$ cat config.mk
export PLATFORM = sky130hd
export DESIGN_NAME = bounded_double_ended_queue
export DESIGN_NICKNAME = d
export VERILOG_FILES = /design/src/hdl/bdeq_pkg.sv /design/src/hdl/bdeq_ram.sv /design/src/hdl/bdeq_ctrl.sv /design/src/hdl/bounded_double_ended_queue.sv
export SDC_FILE = /design/constraint.sdc
export NUM_CORES = 1
export LEC_CHECK = 0
export ABC_CLOCK_PERIOD_IN_PS = 11800
export BUFFER_PORTS_ARGS = -buffer_cell sky130_fd_sc_hd__buf_2
export CAP_MARGIN = 20
export CORE_MARGIN = 3
export CORE_UTILIZATION = 37
export DETAILED_ROUTE_END_ITERATION = 10
export SETUP_SLACK_MARGIN = 0.05
export SKIP_CTS_REPAIR_TIMING = 1
export SLEW_MARGIN = 20
export SYNTH_ARGS = -nofsm -noshare
export SYNTH_HDL_FRONTEND = slang
export SYNTH_SLANG_ARGS = --single-unit
$ cat constraint.sdc
create_clock -name clk -period 11.8 [get_ports clk]
set_clock_uncertainty 0.2 [all_clocks]
set_input_delay 0.59 -clock clk [delete_from_list [all_inputs] [get_ports clk]]
set_output_delay 0.59 -clock clk [all_outputs]
set_load 0.02 [all_outputs]
$ cat src/hdl/bdeq_pkg.sv
// Shared constants, types and ring index helper for the double-ended queue.
// No dependencies.
`default_nettype none

package bdeq_pkg;

  localparam int DEPTH       = 16;
  localparam int VALUE_WIDTH = 32;
  localparam int IDX_W       = $clog2(DEPTH);
  localparam int CNT_W       = $clog2(DEPTH + 1);

  // fixed field widths of the word layout
  localparam int CMD_W    = 2;
  localparam int STATUS_W = 2;
  localparam int COUNT_W  = 5;

  localparam int IN_TDATA_W  = ((VALUE_WIDTH + 7) / 8) * 8;
  localparam int RES_W       = STATUS_W + 1 + 2 * COUNT_W + 2 * VALUE_WIDTH;
  localparam int OUT_TDATA_W = ((RES_W + 7) / 8) * 8;

  // bit offsets of the result fields in out_tdata
  localparam int EMPTY_BIT = STATUS_W;
  localparam int CNT_LSB   = STATUS_W + 1;
  localparam int FRONT_LSB = CNT_LSB + COUNT_W;
  localparam int BACK_LSB  = FRONT_LSB + VALUE_WIDTH;
  localparam int REM_LSB   = BACK_LSB + VALUE_WIDTH;

  typedef enum logic [CMD_W-1:0] {
    CMD_PUSH_FRONT = 2'd0,
    CMD_PUSH_BACK  = 2'd1,
    CMD_POP        = 2'd2,
    CMD_REMOVE     = 2'd3
  } cmd_t;

  typedef enum logic [STATUS_W-1:0] {
    ST_OK         = 2'd0,
    ST_POP_EMPTY  = 2'd1,
    ST_PUSH_FULL  = 2'd2
  } status_t;

  typedef struct packed {
    status_t                status;
    logic                   is_empty;
    logic [COUNT_W-1:0]     count;
    logic [VALUE_WIDTH-1:0] front_value;
    logic [VALUE_WIDTH-1:0] back_value;
    logic [COUNT_W-1:0]     removed_count;
  } result_t;

  // Ring position of the element ofs places behind base; the wrap is correct for ofs up to DEPTH.
  function automatic logic [IDX_W-1:0] ring_idx(input logic [IDX_W-1:0] base,
                                                input logic [CNT_W-1:0] ofs);
    logic [CNT_W:0] s;
    s = (CNT_W+1)'(base) + (CNT_W+1)'(ofs);
    if (s >= (CNT_W+1)'(DEPTH)) begin
      s = s - (CNT_W+1)'(DEPTH);
    end
    return s[IDX_W-1:0];
  endfunction

endpackage

`default_nettype wire

$ cat src/hdl/bdeq_ram.sv
// Generic slot memory: one write port, two registered read ports.
// No dependencies.
`default_nettype none

module bdeq_ram #(
  parameter int DEPTH_P = 16,
  parameter int WIDTH_P = 32
) (
  input  wire logic                       clk,
  input  wire logic                       we,
  input  wire logic [$clog2(DEPTH_P)-1:0] waddr,
  input  wire logic [WIDTH_P-1:0]         wdata,
  input  wire logic [$clog2(DEPTH_P)-1:0] ra_addr,
  output      logic [WIDTH_P-1:0]         ra_data,
  input  wire logic [$clog2(DEPTH_P)-1:0] rb_addr,
  output      logic [WIDTH_P-1:0]         rb_data
);

  logic [WIDTH_P-1:0] mem [DEPTH_P];

  always_ff @(posedge clk) begin
    if (we) begin
      mem[waddr] <= wdata;
    end
  end

  always_ff @(posedge clk) begin
    ra_data <= mem[ra_addr];
    rb_data <= mem[rb_addr];
  end

endmodule

`default_nettype wire

$ cat src/hdl/bdeq_ctrl.sv
// Command sequencer of the double-ended queue: ring pointers, remove scan.
// Depends on bdeq_pkg; drives the ports of bdeq_ram.
`default_nettype none

module bdeq_ctrl import bdeq_pkg::*; (
  input  wire logic                   clk,
  input  wire logic                   rst_n,
  input  wire logic                   cmd_valid,
  output      logic                   cmd_ready,
  input  wire cmd_t                   cmd,
  input  wire logic [VALUE_WIDTH-1:0] value,
  output      logic                   res_valid,
  input  wire logic                   res_ready,
  output      result_t                res,
  output      logic                   ram_we,
  output      logic [IDX_W-1:0]       ram_waddr,
  output      logic [VALUE_WIDTH-1:0] ram_wdata,
  output      logic [IDX_W-1:0]       ram_ra_addr,
  input  wire logic [VALUE_WIDTH-1:0] ram_ra_data,
  output      logic [IDX_W-1:0]       ram_rb_addr,
  input  wire logic [VALUE_WIDTH-1:0] ram_rb_data
);

  typedef enum logic [1:0] {S_IDLE, S_SCAN, S_READ, S_RESP} state_t;

  state_t                 state_r, state_nxt;
  logic [IDX_W-1:0]       front_r, front_nxt;
  logic [CNT_W-1:0]       cnt_r, cnt_nxt;
  logic [VALUE_WIDTH-1:0] val_r, val_nxt;
  status_t                status_r, status_nxt;
  logic [CNT_W-1:0]       removed_r, removed_nxt;
  logic [CNT_W-1:0]       k_r, k_nxt;
  logic [CNT_W-1:0]       kept_r, kept_nxt;
  logic                   pend_r, pend_nxt;

  logic issue;
  logic match;
  logic is_empty;

  assign issue    = (k_r < cnt_r);
  assign match    = (ram_ra_data == val_r);
  assign is_empty = (cnt_r == '0);

  assign cmd_ready = (state_r == S_IDLE);
  assign res_valid = (state_r == S_RESP);

  // scan reads walk the ring, otherwise point at both ends
  assign ram_ra_addr = (state_r == S_SCAN) ? ring_idx(front_r, k_r) : front_r;
  assign ram_rb_addr = ring_idx(front_r, cnt_r - CNT_W'(1));

  always_comb begin
    res.status        = status_r;
    res.is_empty      = is_empty;
    res.count         = COUNT_W'(cnt_r);
    res.front_value   = is_empty ? '0 : ram_ra_data;
    res.back_value    = is_empty ? '0 : ram_rb_data;
    res.removed_count = COUNT_W'(removed_r);
  end

  always_comb begin
    state_nxt   = state_r;
    front_nxt   = front_r;
    cnt_nxt     = cnt_r;
    val_nxt     = val_r;
    status_nxt  = status_r;
    removed_nxt = removed_r;
    k_nxt       = k_r;
    kept_nxt    = kept_r;
    pend_nxt    = pend_r;
    ram_we      = 1'b0;
    ram_waddr   = ring_idx(front_r, kept_r);
    ram_wdata   = ram_ra_data;

    unique case (state_r)
      S_IDLE: begin
        if (cmd_valid) begin
          val_nxt     = value;
          status_nxt  = ST_OK;
          removed_nxt = '0;
          k_nxt       = '0;
          kept_nxt    = '0;
          pend_nxt    = 1'b0;
          state_nxt   = S_READ;
          case (cmd) inside
            CMD_PUSH_FRONT, CMD_PUSH_BACK: begin
              if (cnt_r == CNT_W'(DEPTH)) begin
                status_nxt = ST_PUSH_FULL;
              end else begin
                ram_we    = 1'b1;
                ram_wdata = value;
                cnt_nxt   = cnt_r + CNT_W'(1);
                if (cmd == CMD_PUSH_FRONT) begin
                  front_nxt = (front_r == '0) ? IDX_W'(DEPTH - 1) : front_r - IDX_W'(1);
                  ram_waddr = front_nxt;
                end else begin
                  ram_waddr = ring_idx(front_r, cnt_r);
                end
              end
            end
            CMD_POP: begin
              if (is_empty) begin
                status_nxt = ST_POP_EMPTY;
              end else begin
                if (!value[0]) begin
                  front_nxt = ring_idx(front_r, CNT_W'(1));
                end
                cnt_nxt = cnt_r - CNT_W'(1);
              end
            end
            default: state_nxt = S_SCAN;
          endcase
        end
      end
      S_SCAN: begin
        // read ahead one slot, compact the slot read last cycle
        k_nxt    = k_r + CNT_W'(issue);
        pend_nxt = issue;
        if (pend_r) begin
          if (match) begin
            removed_nxt = removed_r + CNT_W'(1);
          end else begin
            ram_we   = 1'b1;
            kept_nxt = kept_r + CNT_W'(1);
          end
        end
        if (!issue && !pend_r) begin
          cnt_nxt   = kept_r;
          state_nxt = S_READ;
        end
      end
      S_READ: state_nxt = S_RESP;
      S_RESP: begin
        if (res_ready) begin
          state_nxt = S_IDLE;
        end
      end
      default: state_nxt = S_IDLE;
    endcase
  end

  always_ff @(posedge clk) begin
    if (!rst_n) begin
      state_r <= S_IDLE;
      front_r <= '0;
      cnt_r   <= '0;
      pend_r  <= 1'b0;
    end else begin
      state_r <= state_nxt;
      front_r <= front_nxt;
      cnt_r   <= cnt_nxt;
      pend_r  <= pend_nxt;
    end
  end

  always_ff @(posedge clk) begin
    val_r     <= val_nxt;
    status_r  <= status_nxt;
    removed_r <= removed_nxt;
    k_r       <= k_nxt;
    kept_r    <= kept_nxt;
  end

endmodule

`default_nettype wire

$ cat src/hdl/bounded_double_ended_queue.sv
// Top level of the bounded double-ended queue: sequencer, slot memory, result register.
// Depends on bdeq_pkg, bdeq_ctrl and bdeq_ram.
//
//   channel  direction  fields (lowest bit first)
//   in_      slave      tuser: cmd[1:0]; tdata: value[31:0]
//   out_     master     tdata: status, is_empty, count, front_value, back_value,
//                              removed_count, zero pad to 80 bits
//
// With the result register free, a push or pop passes through the read and response
// states before the next acceptance; a remove first scans every stored slot through the
// first slot-read port, so it takes longer as count grows.
// Reset (rst_n low, synchronous) empties the queue; slot contents are kept as is.
// A result waiting in the output register does not stop the next word being taken;
// only a second finished result waits in the sequencer until the register frees.
`default_nettype none

module bounded_double_ended_queue import bdeq_pkg::*; (
  input  wire logic                   clk,
  input  wire logic                   rst_n,
  input  wire logic                   in_tvalid,
  output      logic                   in_tready,
  input  wire logic [IN_TDATA_W-1:0]  in_tdata,   // value
  input  wire logic [CMD_W-1:0]       in_tuser,   // cmd
  output      logic                   out_tvalid,
  input  wire logic                   out_tready,
  output      logic [OUT_TDATA_W-1:0] out_tdata   // status, is_empty, count, front_value,
                                                  // back_value, removed_count
);

  logic                   res_valid;
  logic                   res_ready;
  result_t                res;
  result_t                out_res_r;
  logic                   out_tvalid_r;

  logic                   ram_we;
  logic [IDX_W-1:0]       ram_waddr;
  logic [VALUE_WIDTH-1:0] ram_wdata;
  logic [IDX_W-1:0]       ram_ra_addr;
  logic [VALUE_WIDTH-1:0] ram_ra_data;
  logic [IDX_W-1:0]       ram_rb_addr;
  logic [VALUE_WIDTH-1:0] ram_rb_data;

  bdeq_ctrl u_ctrl (
    .clk         (clk),
    .rst_n       (rst_n),
    .cmd_valid   (in_tvalid),
    .cmd_ready   (in_tready),
    .cmd         (cmd_t'(in_tuser)),
    .value       (in_tdata[VALUE_WIDTH-1:0]),
    .res_valid   (res_valid),
    .res_ready   (res_ready),
    .res         (res),
    .ram_we      (ram_we),
    .ram_waddr   (ram_waddr),
    .ram_wdata   (ram_wdata),
    .ram_ra_addr (ram_ra_addr),
    .ram_ra_data (ram_ra_data),
    .ram_rb_addr (ram_rb_addr),
    .ram_rb_data (ram_rb_data)
  );

  bdeq_ram #(
    .DEPTH_P (DEPTH),
    .WIDTH_P (VALUE_WIDTH)
  ) u_ram (
    .clk     (clk),
    .we      (ram_we),
    .waddr   (ram_waddr),
    .wdata   (ram_wdata),
    .ra_addr (ram_ra_addr),
    .ra_data (ram_ra_data),
    .rb_addr (ram_rb_addr),
    .rb_data (ram_rb_data)
  );

  // load a new result whenever the register is empty or being drained
  assign res_ready = !out_tvalid_r || out_tready;

  always_ff @(posedge clk) begin
    if (!rst_n) begin
      out_tvalid_r <= 1'b0;
    end else if (res_ready) begin
      out_tvalid_r <= res_valid;
    end
  end

  always_ff @(posedge clk) begin
    if (res_ready && res_valid) begin
      out_res_r <= res;
    end
  end

  assign out_tvalid = out_tvalid_r;
  assign out_tdata  = OUT_TDATA_W'({out_res_r.removed_count,
                                    out_res_r.back_value,
                                    out_res_r.front_value,
                                    out_res_r.count,
                                    out_res_r.is_empty,
                                    out_res_r.status});

endmodule

`default_nettype wire

==> run_results.csv <==
group,metric,value,unit
clock_tree,clk_latency,0.63,ns
timing,fin_crit_sh,40.9,%
synthesis,ys_async_sr_fraction,0,%
finish,fill_cells,7535,
clock_tree,cts_tree,"done",
drt,routedWlPerCell,27.3,um
power,power_frac_comb,41.3,%
hold_path,hp-class,"input pin to flip-flop",
drt,drc,0,
finish,nets,1973,
critical_path,path_class,"flip-flop to flip-flop",
drt,ant_nets,0,
grt,first_global_vias,18200,
die,num_io_pins,120,
synthesis,synth.area.mux_share,22.6,%
critical_path,crit_required,11.88,ns
synthesis,synth_seq_cells,715,
timing,max_freq,207,MHz
synthesis,synth_cell_types,66,
power,power_density,285,nW/um2
die,fp.dieW,300,um
clock_tree,cts.clk_slew.worst_paths,0.06,ns
power,peakVddDrop,231,uV
synthesis,synth_top_family_by_area,"multiplexers",
place,place_ws,6.90,ns
synthesis,synthXorXnorAreaFrac,1.61,%
power,total_power,10500,uW
die,die_h,300,um
critical_path,crit_path_start_kind,"flip-flop",
critical_path,reg2regPathDepth,8,
clock_tree,max-clock-path-buffers,3,
grt,track_usage,18.9,%
grt,antenna_found_initial,3,
timing,setup_viol,0,
die,die_area,89900,um2
synthesis,syn-cell-area,31900,um2
synthesis,yosysSeqAreaShare,64.8,%
critical_path,r2r-start,"u_ctrl.state_r[0]$_SDFFE_PN0P_",
clock_tree,cts_root_buf,"clkbuf_16",
synthesis,synth_top_area_share,60.0,%
grt,grt_pass1_wl,125,mm
finish,layout-drive-gt1-share,30.4,%
grt,grt_max_degree,73,
power,p_int,6610,uW
finish,antenna_cells,0,
synthesis,yosysMostFrequentCell,"edfxtp_1",
timing,fin_setup_tns,0,ns
synthesis,synth_area_per_cell,18.2,um2
place,dpl-instance-area,34000,um2
flow_run,maxCapViolCount,0,
outcome,status,"finished, final reports clean",
synthesis,synthSimpleGateAreaFrac,4.30,%
die,core_region_area,85400,um2
critical_path,worstSetupEndpointType,"flip-flop",
synthesis,synth_top_area_cell,"edfxtp_1",
synthesis,synth_cells,1751,
clock_tree,h-tree-depth,3,
power,p_seq_share,35.3,%
critical_path,crit_arrival,4.91,ns
synthesis,synth_compound_area_share,3.34,%
timing,slew_headroom,24.2,%
timing,hold_viol,0,
place,port-buffer-count,116,
synthesis,synth_edf_count,638,
place,dp_hpwl,48.1,mm
timing,finalMaxSlewViolations,0,
synthesis,synth.area.top_cells,"edfxtp_1 (60%), mux4_2 (18%), dfxtp_1 (4.8%), mux2i_1 (3.2%), nor2b_1 (1.4%)",
clock_tree,numCtsBuffers,78,
critical_path,path_max_fanout,35,
drt,vias,17700,
timing,finalCriticalPeriod,4.83,ns
timing,rsz0062_at_grt,"no",
drt,drtIter0Drc,1605,
synthesis,synth_fa_ha_area_share,1.39,%
synthesis,synth_flop_cell,"edfxtp_1",
timing,tightest_slew,1.14,ns
critical_path,rr_endpoint,"u_ram.mem[14][23]$_DFFE_PP_",
drt,firstDrtPassIters,5,
finish,fin_area,36900,um2
drt,routed_via_density,5.67,
power,p_switching,3920,uW
hold_path,worstHoldStart,"in_tdata[31]",
synthesis,yosys_warnings,0,
clock_tree,cts.sinks,715,
drt,routed_wl,85.1,mm
power,power.leakage,0.0127,uW
synthesis,synthTopCellsByCount,"edfxtp_1 (638), mux4_2 (256), mux2i_1 (103)",
power,sw_frac_of_total,37.2,%
hold_path,holdPathEnd,"u_ctrl.val_r[31]$_DFFE_PP_",
grt,grt_overflow,0,
power,power.share.clock,23.4,%
finish,postLayoutCoreUtil,43.2,%
place,gp_congestion,0.818,
critical_path,rrSetupSlack,6.97,ns
hold_path,holdPathStages,1,
die,rows,107,
die,start_util,37.4,%
timing,worst_slack,6.97,ns
finish,area_delta_synth_final,15.5,%
[cell families after synthesis]
kind of cell,Yosys count
buffers and inverters,139
AOI/OAI and AO/OA,154
and+or+nand+nor,256
xor gates and xnor gates,58
adders and majority gates,33
muxes,395
DFF,715
other,1
[flip-flops by register name, summed over array words and instances, names as in the netlist, 2 cells and up]
name              cells
u_ram.mem           512
out_tdata            77
u_ctrl.val_r         32
u_ram.ra_data        32
u_ram.rb_data        32
u_ctrl.cnt_r          5
u_ctrl.k_r            5
u_ctrl.kept_r         5
u_ctrl.removed_r      5
u_ctrl.front_r        4
u_ctrl.state_r        2
u_ctrl.status_r       2
[metrics by stage]
stage                     hold WS [ns]  instances
after global placement           0.216       2938
after floorplan                  0.200       1753
after detailed placement         0.224       2938
final                           0.0390       3111
after CTS                      -0.0928       3083
after global routing            0.0177       3111
[power groups by stage]
stage / sequential (uW) / combinational [uW] / clock [uW]
6_report: 3720 / 4350 / 2460
5_1_grt: 3750 / 4680 / 2620
4_1_cts: 3720 / 4390 / 2520
3_5_place_dp: 3770 / 4370 / 0
3_3_place_gp: 3760 / 4330 / 0
2_1_floorplan: 3700 / 2940 / 0
[cell type report]
type	instances	area, um2	area share, %
tap	1144	1430	3.88
clock buffer	106	2130	5.77
sequential	715	20700	56.1
inverter	26	97.6	0.264
multi-input combinational	899	10900	29.6
clock inverter	39	458	1.24
timing repair buffer	182	1150	3.13
[layer usage]
metal	wire length [um]	vias to the layer above	track usage, %
li1	-	7424	-
met1	36700	9382	26.9
met2	40300	706	30.0
met3	5700	139	3.21
met4	2310	2	5.48
met5	13	-	0
[worst max-delay path: stages, from the launching register on]
cell and delay [ns]:
dfxtp_1 0.32, inv_1 0.10, ha_1 0.37, nand2_1 0.31, or3_4 0.78, mux2_2 0.52, o221ai_1 0.47, a21oi_4 0.94
buf_4 0.48
[how the worst max path moves through the flow]
stage                                              start                     endpoint  slack, ns
final                     u_ctrl.state_r[0]$_SDFFE_PN0P_  u_ram.mem[14][23]$_DFFE_PP_       6.97
after global routing        u_ctrl.cnt_r[0]$_SDFFE_PN0P_    u_ram.rb_data[14]$_DFF_P_       6.62
after CTS                   u_ctrl.cnt_r[0]$_SDFFE_PN0P_    u_ram.rb_data[14]$_DFF_P_       6.93
after detailed placement    u_ctrl.cnt_r[0]$_SDFFE_PN0P_    u_ram.rb_data[14]$_DFF_P_       6.90
after global placement      u_ctrl.cnt_r[0]$_SDFFE_PN0P_    u_ram.rb_data[14]$_DFF_P_       7.00
after floorplan           u_ctrl.front_r[1]$_SDFFE_PN0P_    u_ram.mem[0][0]$_DFFE_PP_       6.58
[layout by cell type, fill, tap and decap left out, types with 11 or more instances in the layout]
cell and instances:
mux2_2 34, mux4_2 256, dfxtp_1 77, xnor2_1 16, o21ai_0 13, nor2b_1 71
a31oi_1 33, dlygate4sd3_1 28, and2_1 46, mux2i_1 101, inv_1 25, a211oi_1 35
a21oi_1 17, xor2_1 38, buf_4 36, buf_2 116, clkbuf_1 22, nand2_1 80
ha_1 28, nand3_1 11, edfxtp_1 638, clkbuf_16 79, nor2_1 17
Power figures use the tool's default switching activity.
